`src/rtl/coordinate_search_minimizer_assert.svh`:
```
// assertion macros for the coordinate search minimizer
`ifndef COORDINATE_SEARCH_MINIMIZER_ASSERT_SVH
`define COORDINATE_SEARCH_MINIMIZER_ASSERT_SVH
`ifndef SYNTHESIS
// same-cycle implication, checked out of reset
`define CSM_ASSERT_IMP(lbl, ante, cons, msg) \
  lbl: assert property (@(posedge clk) disable iff (!rst_n) (ante) |-> (cons)) \
    else $error(msg);
// next-cycle implication, checked out of reset
`define CSM_ASSERT_NXT(lbl, ante, cons, msg) \
  lbl: assert property (@(posedge clk) disable iff (!rst_n) (ante) |=> (cons)) \
    else $error(msg);
`else
`define CSM_ASSERT_IMP(lbl, ante, cons, msg)
`define CSM_ASSERT_NXT(lbl, ante, cons, msg)
`endif
`endif

```
`src/rtl/csm_pkg.sv`:
```
`default_nettype none

package csm_pkg;

  localparam logic [1:0] OP_LOAD  = 2'd0;
  localparam logic [1:0] OP_START = 2'd1;
  localparam logic [1:0] OP_VALUE = 2'd2;

  localparam int CFG_IDX_W  = 1;
  localparam int CFG_DATA_W = 16;

  typedef enum logic [1:0] {
    ALU_ADD  = 2'd0,
    ALU_SUB  = 2'd1,
    ALU_NEG  = 2'd2,
    ALU_HALF = 2'd3
  } alu_op_t;

  typedef struct packed {
    logic [1:0]         opcode;
    logic [3:0]         index;
    logic signed [31:0] coord_value;
    logic signed [31:0] step_value;
    logic [30:0]        limit_value;
    logic signed [31:0] function_value;
  } in_item_t;

  typedef struct packed {
    logic               kind;
    logic [3:0]         index_res;
    logic signed [31:0] coord_value_res;
    logic signed [31:0] step_value_res;
    logic signed [31:0] best_value;
    logic               last;
  } out_item_t;

endpackage

`default_nettype wire

```
`src/rtl/csm_sat_alu.sv`:
```
`default_nettype none

module csm_sat_alu #(
  parameter int VB = 32
) (
  input  csm_pkg::alu_op_t    op,
  input  logic signed [VB-1:0] a,
  input  logic signed [VB-1:0] b,
  output logic signed [VB-1:0] y
);
  import csm_pkg::*;

  localparam logic signed [VB-1:0] VMAX = {1'b0, {(VB-1){1'b1}}};
  localparam logic signed [VB-1:0] VMIN = ~VMAX;

  logic signed [VB:0] wa;
  logic signed [VB:0] wb;
  logic signed [VB:0] sum;
  logic signed [VB:0] dif;
  logic [VB:0]        rnd;

  assign wa  = {a[VB-1], a};
  assign wb  = {b[VB-1], b};
  assign sum = wa + wb;
  assign dif = wa - wb;
  // bias negatives by one so the shift rounds toward zero
  assign rnd = wa + (VB+1)'(a[VB-1]);

  always_comb begin
    unique case (op)
      ALU_ADD: begin
        if (sum[VB] != sum[VB-1]) y = sum[VB] ? VMIN : VMAX;
        else y = sum[VB-1:0];
      end
      ALU_SUB: begin
        if (dif[VB] != dif[VB-1]) y = dif[VB] ? VMIN : VMAX;
        else y = dif[VB-1:0];
      end
      ALU_NEG: y = (a == VMIN) ? VMAX : -a;
      ALU_HALF: y = rnd[VB:1];
    endcase
  end

endmodule

`default_nettype wire

```
`src/rtl/coordinate_search_minimizer.sv`:
```
// coordinate search minimizer: sequencer for a per-coordinate line search
// with the objective evaluated outside the block.
// input channel: an item (in_item) is taken at a clock edge with start high
// and busy low. opcode load writes one coordinate's start value, step and
// limit in that cycle. start emits the stored point. value returns the
// objective at the last emitted point and drives the step rule.
// result channel: out_valid marks each item for one cycle; a point comes out
// as one item per active coordinate in index order, last set on the final
// one, kind set when the run has finished. results cannot be held off.
// timing: every arithmetic step goes through one saturating add/sub/neg/
// halve unit, one operation a cycle, and each coordinate access is a
// registered memory read. a value item is stepped first (an improving
// move, a reversal, or a closed coordinate and the next one's first step,
// passing over skipped coordinates) and the point is then emitted; busy is
// high from the accepted item to its last read, so no item is taken meanwhile.
// config (params_in_use, stride_limit) is written through cfg_we at any
// edge; it is meant to change only between runs.
// reset: synchronous, clears the sequencer, best value and counters; the
// coordinate stores hold nothing until loaded.
`default_nettype none

`include "coordinate_search_minimizer_assert.svh"

module coordinate_search_minimizer #(
  parameter int MAX_COORDS = 16,
  parameter int VALUE_BITS = 32
) (
  input  logic                                 clk,
  input  logic                                 rst_n,
  input  logic                                 start,
  output logic                                 busy,
  input  csm_pkg::in_item_t                    in_item,
  output logic                                 out_valid,
  output csm_pkg::out_item_t                   out_item,
  input  logic                                 cfg_we,
  input  logic [csm_pkg::CFG_IDX_W-1:0]        cfg_index,
  input  logic [csm_pkg::CFG_DATA_W-1:0]       cfg_wdata
);
  import csm_pkg::*;

  localparam int VB    = VALUE_BITS;
  localparam int CW    = (MAX_COORDS > 1) ? $clog2(MAX_COORDS) : 1;
  localparam int NW    = $clog2(MAX_COORDS + 1);
  localparam int EXT_W = (VB > 32) ? VB : 32;
  localparam int MW    = (VB > 31) ? VB : 31;

  localparam logic signed [EXT_W-1:0] VMAX_E = EXT_W'($signed({1'b0, {(VB-1){1'b1}}}));
  localparam logic signed [EXT_W-1:0] VMIN_E = ~VMAX_E;

  localparam logic [CFG_IDX_W-1:0] REG_PARAMS_IN_USE = 1'd0;
  localparam logic [CFG_IDX_W-1:0] REG_STRIDE_LIMIT  = 1'd1;

  typedef enum logic [11:0] {
    S_IDLE     = 12'b0000_0000_0001,
    S_RD       = 12'b0000_0000_0010,
    S_FETCH    = 12'b0000_0000_0100,
    S_VAL      = 12'b0000_0000_1000,
    S_REV1     = 12'b0000_0001_0000,
    S_REV2     = 12'b0000_0010_0000,
    S_RUN_ADD  = 12'b0000_0100_0000,
    S_HALF     = 12'b0000_1000_0000,
    S_WB       = 12'b0001_0000_0000,
    S_ADV_CHK  = 12'b0010_0000_0000,
    S_ADV_EVAL = 12'b0100_0000_0000,
    S_EMIT     = 12'b1000_0000_0000
  } state_t;

  typedef enum logic [4:0] {
    P_IDLE       = 5'b00001,
    P_WAIT_START = 5'b00010,
    P_WAIT_FWD   = 5'b00100,
    P_WAIT_REV   = 5'b01000,
    P_WAIT_RUN   = 5'b10000
  } phase_t;

  function automatic logic [VB-1:0] clamp_in(input logic signed [31:0] v);
    logic signed [EXT_W-1:0] e;
    e = EXT_W'(v);
    if (e > VMAX_E) clamp_in = VMAX_E[VB-1:0];
    else if (e < VMIN_E) clamp_in = VMIN_E[VB-1:0];
    else clamp_in = e[VB-1:0];
  endfunction

  function automatic logic signed [31:0] to_out32(input logic signed [VB-1:0] v);
    logic signed [EXT_W-1:0] e;
    e = EXT_W'(v);
    to_out32 = e[31:0];
  endfunction

  state_t state_r, state_nxt;
  phase_t phase_r, phase_nxt;

  logic [NW-1:0]        cur_r, cur_nxt;
  logic [NW-1:0]        skip_r, skip_nxt;
  logic [15:0]          move_r, move_nxt;
  logic signed [31:0]   best_r, best_nxt;
  logic                 pass_r, pass_nxt;
  logic                 ctx_adv_r, ctx_adv_nxt;
  logic                 wb_adv_r, wb_adv_nxt;
  logic                 kind_r, kind_nxt;
  logic [CW-1:0]        e_r, e_nxt;
  logic signed [31:0]   f_r, f_nxt;
  logic signed [VB-1:0] c_r, c_nxt;
  logic signed [VB-1:0] s_r, s_nxt;
  logic [30:0]          lim_r, lim_nxt;
  logic [4:0]           params_r, params_nxt;
  logic [15:0]          stride_r, stride_nxt;

  logic [VB-1:0] coord_mem [MAX_COORDS];
  logic [VB-1:0] step_mem  [MAX_COORDS];
  logic [30:0]   limit_mem [MAX_COORDS];

  logic [CW-1:0]        raddr;
  logic [CW-1:0]        waddr;
  logic                 mem_we;
  logic                 lim_we;
  logic [VB-1:0]        wcoord;
  logic [VB-1:0]        wstep;
  logic [VB-1:0]        rd_coord_r;
  logic [VB-1:0]        rd_step_r;
  logic [30:0]          rd_lim_r;

  logic                 rd_pend_r;
  logic [CW-1:0]        rd_idx_r;
  logic                 rd_last_r;
  logic                 rd_kind_r;
  logic signed [31:0]   rd_best_r;
  logic                 out_valid_r;
  out_item_t            out_item_r, out_item_nxt;

  alu_op_t              alu_op;
  logic signed [VB-1:0] alu_a;
  logic signed [VB-1:0] alu_b;
  logic signed [VB-1:0] alu_y;

  logic [NW-1:0]        n_c;
  logic [NW-1:0]        n_m1;
  logic [VB-1:0]        mag;
  logic                 mag_lt;
  logic                 in_acc;

  csm_sat_alu #(.VB(VB)) u_alu (
    .op (alu_op),
    .a  (alu_a),
    .b  (alu_b),
    .y  (alu_y)
  );

  // active coordinate count, zero taken as one, capped at MAX_COORDS
  always_comb begin
    if (params_r == 5'd0) n_c = NW'(1);
    else if (32'(params_r) > MAX_COORDS) n_c = NW'(MAX_COORDS);
    else n_c = NW'(params_r);
  end
  assign n_m1 = n_c - 1'b1;

  assign mag    = s_r[VB-1] ? VB'(-s_r) : VB'(s_r);
  assign mag_lt = MW'(mag) < MW'(lim_r);

  assign busy   = (state_r != S_IDLE);
  assign in_acc = start && !busy;

  always_comb begin
    state_nxt   = state_r;
    phase_nxt   = phase_r;
    cur_nxt     = cur_r;
    skip_nxt    = skip_r;
    move_nxt    = move_r;
    best_nxt    = best_r;
    pass_nxt    = pass_r;
    ctx_adv_nxt = ctx_adv_r;
    wb_adv_nxt  = wb_adv_r;
    kind_nxt    = kind_r;
    e_nxt       = e_r;
    f_nxt       = f_r;
    c_nxt       = c_r;
    s_nxt       = s_r;
    lim_nxt     = lim_r;
    alu_op      = ALU_ADD;
    alu_a       = c_r;
    alu_b       = s_r;
    raddr       = cur_r[CW-1:0];
    waddr       = cur_r[CW-1:0];
    mem_we      = 1'b0;
    lim_we      = 1'b0;
    wcoord      = c_r;
    wstep       = s_r;

    unique case (state_r)
      S_IDLE: begin
        if (in_acc) begin
          unique case (in_item.opcode)
            OP_LOAD: begin
              if (32'(in_item.index) < MAX_COORDS) begin
                waddr  = CW'(in_item.index);
                wcoord = clamp_in(in_item.coord_value);
                wstep  = clamp_in(in_item.step_value);
                mem_we = 1'b1;
                lim_we = 1'b1;
              end
            end
            OP_START: begin
              cur_nxt   = '0;
              skip_nxt  = '0;
              move_nxt  = '0;
              phase_nxt = P_WAIT_START;
              kind_nxt  = 1'b0;
              e_nxt     = '0;
              state_nxt = S_EMIT;
            end
            OP_VALUE: begin
              f_nxt = in_item.function_value;
              priority if (phase_r == P_IDLE) begin
                // nothing to do with a value outside a run
              end else if (phase_r == P_WAIT_START) begin
                best_nxt  = in_item.function_value;
                cur_nxt   = '0;
                skip_nxt  = '0;
                pass_nxt  = 1'b0;
                state_nxt = S_ADV_CHK;
              end else if (32'(cur_r) >= MAX_COORDS) begin
                phase_nxt = P_IDLE;
              end else begin
                ctx_adv_nxt = 1'b0;
                state_nxt   = S_RD;
              end
            end
            default: begin
            end
          endcase
        end
      end
      S_RD: state_nxt = S_FETCH;
      S_FETCH: begin
        c_nxt     = rd_coord_r;
        s_nxt     = rd_step_r;
        lim_nxt   = rd_lim_r;
        state_nxt = ctx_adv_r ? S_ADV_EVAL : S_VAL;
      end
      S_VAL: begin
        priority if (phase_r == P_WAIT_FWD && f_r > best_r) begin
          // first step went uphill: turn around and jump past the start
          alu_op    = ALU_NEG;
          alu_a     = s_r;
          s_nxt     = alu_y;
          phase_nxt = P_WAIT_REV;
          state_nxt = S_REV1;
        end else if (f_r < best_r) begin
          move_nxt = move_r + 16'd1;
          if (move_r == stride_r) begin
            move_nxt = '0;
            alu_op   = ALU_ADD;
            alu_a    = s_r;
            alu_b    = s_r;
            s_nxt    = alu_y;
          end
          best_nxt  = f_r;
          phase_nxt = P_WAIT_RUN;
          state_nxt = S_RUN_ADD;
        end else begin
          // no gain: back off the last move, then halve the step
          alu_op    = ALU_SUB;
          c_nxt     = alu_y;
          state_nxt = S_HALF;
        end
      end
      S_REV1: begin
        c_nxt     = alu_y;
        state_nxt = S_REV2;
      end
      S_REV2: begin
        c_nxt      = alu_y;
        wb_adv_nxt = 1'b0;
        state_nxt  = S_WB;
      end
      S_RUN_ADD: begin
        c_nxt      = alu_y;
        wb_adv_nxt = 1'b0;
        state_nxt  = S_WB;
      end
      S_HALF: begin
        alu_op     = ALU_HALF;
        alu_a      = s_r;
        s_nxt      = alu_y;
        wb_adv_nxt = 1'b1;
        state_nxt  = S_WB;
      end
      S_WB: begin
        mem_we = 1'b1;
        if (wb_adv_r) begin
          cur_nxt   = cur_r + 1'b1;
          pass_nxt  = 1'b0;
          state_nxt = S_ADV_CHK;
        end else begin
          kind_nxt  = 1'b0;
          e_nxt     = '0;
          state_nxt = S_EMIT;
        end
      end
      S_ADV_CHK: begin
        priority if (cur_r < n_c) begin
          ctx_adv_nxt = 1'b1;
          state_nxt   = S_RD;
        end else if (skip_r >= n_c) begin
          // whole sweep skipped: run is over
          phase_nxt = P_IDLE;
          kind_nxt  = 1'b1;
          e_nxt     = '0;
          state_nxt = S_EMIT;
        end else if (!pass_r) begin
          cur_nxt  = '0;
          skip_nxt = '0;
          pass_nxt = 1'b1;
        end else begin
          phase_nxt = P_IDLE;
          state_nxt = S_IDLE;
        end
      end
      S_ADV_EVAL: begin
        if (mag_lt) begin
          skip_nxt  = skip_r + 1'b1;
          cur_nxt   = cur_r + 1'b1;
          state_nxt = S_ADV_CHK;
        end else begin
          c_nxt      = alu_y;
          move_nxt   = '0;
          phase_nxt  = P_WAIT_FWD;
          wb_adv_nxt = 1'b0;
          state_nxt  = S_WB;
        end
      end
      S_EMIT: begin
        raddr = e_r;
        if (e_r == n_m1[CW-1:0]) state_nxt = S_IDLE;
        else e_nxt = e_r + 1'b1;
      end
    endcase
  end

  // config writes
  always_comb begin
    params_nxt = params_r;
    stride_nxt = stride_r;
    if (cfg_we) begin
      unique case (cfg_index)
        REG_PARAMS_IN_USE: params_nxt = cfg_wdata[4:0];
        REG_STRIDE_LIMIT:  stride_nxt = cfg_wdata;
      endcase
    end
  end

  always_comb begin
    out_item_nxt.kind            = rd_kind_r;
    out_item_nxt.index_res       = 4'(rd_idx_r);
    out_item_nxt.coord_value_res = to_out32(rd_coord_r);
    out_item_nxt.step_value_res  = to_out32(rd_step_r);
    out_item_nxt.best_value      = rd_best_r;
    out_item_nxt.last            = rd_last_r;
  end

  always_ff @(posedge clk) begin
    if (mem_we) begin
      coord_mem[waddr] <= wcoord;
      step_mem[waddr]  <= wstep;
    end
    if (lim_we) limit_mem[waddr] <= in_item.limit_value;
    rd_coord_r <= coord_mem[raddr];
    rd_step_r  <= step_mem[raddr];
    rd_lim_r   <= limit_mem[raddr];
  end

  always_ff @(posedge clk) begin
    if (!rst_n) begin
      state_r     <= S_IDLE;
      phase_r     <= P_IDLE;
      cur_r       <= '0;
      skip_r      <= '0;
      move_r      <= '0;
      best_r      <= '0;
      pass_r      <= 1'b0;
      ctx_adv_r   <= 1'b0;
      wb_adv_r    <= 1'b0;
      kind_r      <= 1'b0;
      e_r         <= '0;
      params_r    <= 5'd16;
      stride_r    <= 16'd10;
      rd_pend_r   <= 1'b0;
      out_valid_r <= 1'b0;
    end else begin
      state_r     <= state_nxt;
      phase_r     <= phase_nxt;
      cur_r       <= cur_nxt;
      skip_r      <= skip_nxt;
      move_r      <= move_nxt;
      best_r      <= best_nxt;
      pass_r      <= pass_nxt;
      ctx_adv_r   <= ctx_adv_nxt;
      wb_adv_r    <= wb_adv_nxt;
      kind_r      <= kind_nxt;
      e_r         <= e_nxt;
      params_r    <= params_nxt;
      stride_r    <= stride_nxt;
      rd_pend_r   <= (state_r == S_EMIT);
      out_valid_r <= rd_pend_r;
    end
  end

  // working registers and the emit read stage
  always_ff @(posedge clk) begin
    f_r        <= f_nxt;
    c_r        <= c_nxt;
    s_r        <= s_nxt;
    lim_r      <= lim_nxt;
    rd_idx_r   <= e_r;
    rd_last_r  <= (e_r == n_m1[CW-1:0]);
    rd_kind_r  <= kind_r;
    rd_best_r  <= best_r;
    out_item_r <= out_item_nxt;
  end

  assign out_valid = out_valid_r;
  assign out_item  = out_item_r;

  `CSM_ASSERT_IMP(a_rd_in_range, state_r == S_RD, cur_r < n_c, "coordinate read past active count")
  `CSM_ASSERT_IMP(a_skip_le_cur, 1'b1, skip_r <= cur_r, "skip count ran ahead of coordinate")
  `CSM_ASSERT_NXT(a_last_gap, out_valid_r && out_item_r.last, !out_valid_r, "result after last item")

endmodule

`default_nettype wire

```
`config.mk`:
```
export PLATFORM = sky130hd
export DESIGN_NAME = coordinate_search_minimizer
export DESIGN_NICKNAME = d
export VERILOG_FILES = /design/src/rtl/csm_pkg.sv /design/src/rtl/csm_sat_alu.sv /design/src/rtl/coordinate_search_minimizer.sv
export VERILOG_INCLUDE_DIRS = /design/src /design/src/rtl
export SDC_FILE = /design/constraint.sdc
export NUM_CORES = 2
export LEC_CHECK = 0
export ABC_AREA = 1
export ABC_CLOCK_PERIOD_IN_PS = 8800
export BUFFER_PORTS_ARGS = -buffer_cell sky130_fd_sc_hd__buf_2
export CAP_MARGIN = 20
export CORE_MARGIN = 1.5
export CORE_UTILIZATION = 31
export CTS_CLUSTER_SIZE = 24
export DETAILED_ROUTE_END_ITERATION = 8
export GPL_TIMING_DRIVEN = 0
export PLACE_DENSITY = 0.51
export SLEW_MARGIN = 20
export SYNTH_ARGS = -nofsm -noshare
export SYNTH_HDL_FRONTEND = slang
export SYNTH_SLANG_ARGS = --single-unit
```
`constraint.sdc`:
```
create_clock -name clk -period 8.8 [get_ports clk]
set_clock_uncertainty 0.2 [all_clocks]
set_input_delay 0.88 -clock clk [delete_from_list [all_inputs] [get_ports clk]]
set_output_delay 0.88 -clock clk [all_outputs]
set_load 0.05 [all_outputs]
```
==> impl_metrics.yaml <==
routing:
  post_drt_wl_per_cell_um: 29.8
  drc: 0
  wl_um: 362000
  routed_via_density: 5.41
  dr.pass1.iters: 5
  ant_nets: 0
  vias: 65700
  first_iter_violations: 8919
floorplanning:
  chipWidth_um: 526
  start_util_pct: 31.3
  ioPinCount: 258
  fp.coreArea_um2: 271000
  fp-row-count: 191
  die_y_um: 526
  die_area_um2: 277000
timing:
  rsz0062_at_grt: "no"
  worst_pin_slew_ns: 1.28
  fmax_mhz: 122
  whs_ns: 0.0500
  fin_crit_sh_pct: 92.8
  fin_crit_ns: 8.16
  setup_viol: 0
  hold_viol: 0
  final_max_slew_viol_count: 0
  worst_slew_margin_rel_pct: 14.7
  worst_slack_ns: 0.636
power_and_ir_drop:
  p_seq_share_pct: 42.3
  p_leak_nw: 35.4
  internal_power_mw: 17.7
  combPwrFrac_pct: 23.7
  power_density_nw_per_um2: 271
  pwr-share-clk_pct: 33.9
  switching_share_pct: 35.1
  p_sw_mw: 9.57
  irDropWorstVdd_mv: 0.165
clocking:
  cts.clk_slew.worst_paths_ns: 0.06
  cts_root_buf: "clkbuf_16"
  cts-htree-levels: 4
  cts_max_path_buffers: 4
  cts-resized-gates: 0
  cts_buffers: 215
  cts_tree: "done"
  clock_sinks: 1988
  cts_setup_buffers: 0
  clk_latency_ns: 0.91
placed_design:
  place_area_um2: 93400
  place_ws_ns: 0.784
  port-buffer-count: 257
  routabilityCongestion: 0.984
  dp_hpwl_um: 271000
  numPlacedInstances: 11700
logic_synthesis:
  avgSynthCellArea_um2: 10.9
  synth_cell_types: 57
  yosysSeqAreaShare_pct: 66.3
  postSynthNetCount: 8055
  ys_warn_count: 0
  ys.flop_type: "edfxtp_1"
  synth_edf_count: 1647
  ys_seq_elements: 1988
  synthArstFlopShare_pct: 0
  synth_cells: 7754
  syn_area_um2: 84800
cells_and_area:
  final_util_pct: 37.1
  drive_gt1_share_pct: 11.5
  fin_nets: 8668
  area_growth_pct: 18.7
  instances_no_fill: 12100
  final_area_um2: 101000
run_status:
  status: "completed"
setup_path:
  rrSetupSlack_ns: 0.64
  crit_fanout: 10
  crit_required_ns: 9.19
  end_kind: "register"
  critical_path_class: "register to register"
  path_common_cell: "nand2_1"
  cp_slowest_stage_delay_ns: 0.93
  worstSetupStartpointType: "register"
  cp.arrival_ns: 8.55
  cpMaxStageDelayCell: "a21oi_1"
grt:
  grt_use_total_pct: 25.4
  antenna_found_initial: 53
  grt_max_degree: 28
  grt_pass1_vias: 61900
  grt.overflow.total: 0
  grt_pass1_wl_um: 494000
hold_path:
  worstHoldPathType: "primary input to register"
flow_run:
  maxCapViolCount: 0
==> critical path, delay by kind of cell, from the launching register on <==
family | cells | cell delay, ns
flip-flops | 1 | 0.42
XOR/XNOR | 1 | 0.15
adder cells (fa/ha/maj) | 2 | 0.67
AO/OA/AOI/OAI | 8 | 2.87
AND/OR/NAND/NOR | 13 | 2.19
buffers and inverters | 4 | 1.37
==> final timing paths <==
kind | to | depth (start not counted) | startpoint
setup / recovery | s_r[17] | 28 | move_r[11]
hold reg to reg | out_item[8] | 0 | rd_best_r[7]
setup reg to reg | s_r[17] | 28 | move_r[11]
hold / removal | f_r[23] | 1 | in_item[23]
==> layer usage <==
metal  wire [µm]  track usage [%]
met1      148000             34.4
met2      159000             38.9
met3       37400             5.72
met4       17200             10.8
met5         150                0
==> placed cells by master (no fill, tap or decap), types with 22 or more instances in the layout <==
cell,synthesis,routed
nor2_4,6,36
a31oi_1,28,28
buf_12,0,47
inv_1,392,391
ha_1,145,145
buf_2,25,282
nand2_1,889,889
clkbuf_8,0,23
buf_16,0,48
nand4_1,73,73
edfxtp_1,1647,1647
clkinv_1,7,31
o21ai_1,25,28
buf_4,5,24
o21ai_0,974,969
nand3_1,236,236
nand2_2,28,28
clkbuf_16,0,219
nor2_1,1533,1503
a21oi_1,195,195
clkbuf_2,0,24
clkinv_2,1,49
xor2_1,116,116
o221ai_1,81,81
o32ai_1,110,110
bufinv_16,0,22
inv_2,25,26
nor3_1,122,118
dfxtp_1,341,341
clkbuf_1,359,377
mux2_2,64,64
o211ai_1,171,171
buf_1,22,22
==> flip-flops by register name, indices dropped and copies added, names as in the netlist, 102 cells and up <==
signal / count
out_item: 102
limit_mem: 496
coord_mem: 512
step_mem: 512
==> cells by family after synthesis <==
family                     Yosys count  share of synthesized area (%)
AOI/OAI and AO/OA                 1631                           11.2
xor gates and xnor gates           133                           1.37
adders and majority gates          147                           2.19
buffers and inverters              840                           3.81
DFF                               1988                           66.3
muxes                               64                          0.849
and+or+nand+nor                   2951                           14.3
==> per-stage QoR <==
step	power [mW]	TNS (ns)
final	27.3	0
after global routing	28.1	0
after CTS	27.2	0
after detailed placement	18.1	0
after global placement	17.9	-2421.23
after floorplan	14.8	0
==> Yosys cell counts, types with 10 or more instances <==
cell | instances | area (µm²)
nand2_2 | 28 | 175
buf_2 | 25 | 125
nor2_2 | 18 | 113
ha_1 | 145 | 1810
nand3_1 | 236 | 1180
nand2_1 | 889 | 3340
clkbuf_1 | 359 | 1350
mux2_2 | 64 | 721
nand4_1 | 73 | 457
edfxtp_1 | 1647 | 49500
buf_1 | 22 | 82.6
a21oi_1 | 195 | 976
dfxtp_1 | 341 | 6830
inv_1 | 392 | 1470
xnor2_1 | 17 | 149
o221ai_1 | 81 | 709
o21ai_1 | 25 | 125
inv_2 | 25 | 93.8
a31oi_1 | 28 | 175
xor2_1 | 116 | 1020
o21a_1 | 10 | 75.1
nor2_1 | 1533 | 5750
o211ai_1 | 171 | 1280
o21ai_0 | 974 | 4870
nor3_1 | 122 | 611
o32ai_1 | 110 | 963
nor4_1 | 12 | 75.1
==> cell type report <==
| class | instances | area, µm² |
|---|---|---|
| well taps | 3570 | 4470 |
| multi-input cells | 4926 | 25600 |
| plain buffers | 415 | 1670 |
| clock inverters | 110 | 1140 |
| diodes | 18 | 45.0 |
| fillers | 26800 | 171000 |
| inverters | 425 | 1600 |
| repair buffers | 396 | 3960 |
| clock buffers | 284 | 5950 |
| flip-flops and latches | 1988 | 56300 |
==> power by group through the flow <==
stage / registers, mW / clock network (mW) / logic [mW]
2_1_floorplan: 11.9 / 0 / 2.86
3_3_place_gp: 11.7 / 0 / 6.21
3_5_place_dp: 11.7 / 0 / 6.33
4_1_cts: 11.5 / 9.34 / 6.35
5_1_grt: 11.6 / 9.69 / 6.86
6_report: 11.6 / 9.26 / 6.48
==> repair_timing <==
item / CTS / global route
setup endpoints to repair: 0 / 0
endpoints found under the hold margin: 12 / 0
hold buffers: 12 / 0
Note: power is estimated with default switching activity, not from simulation.
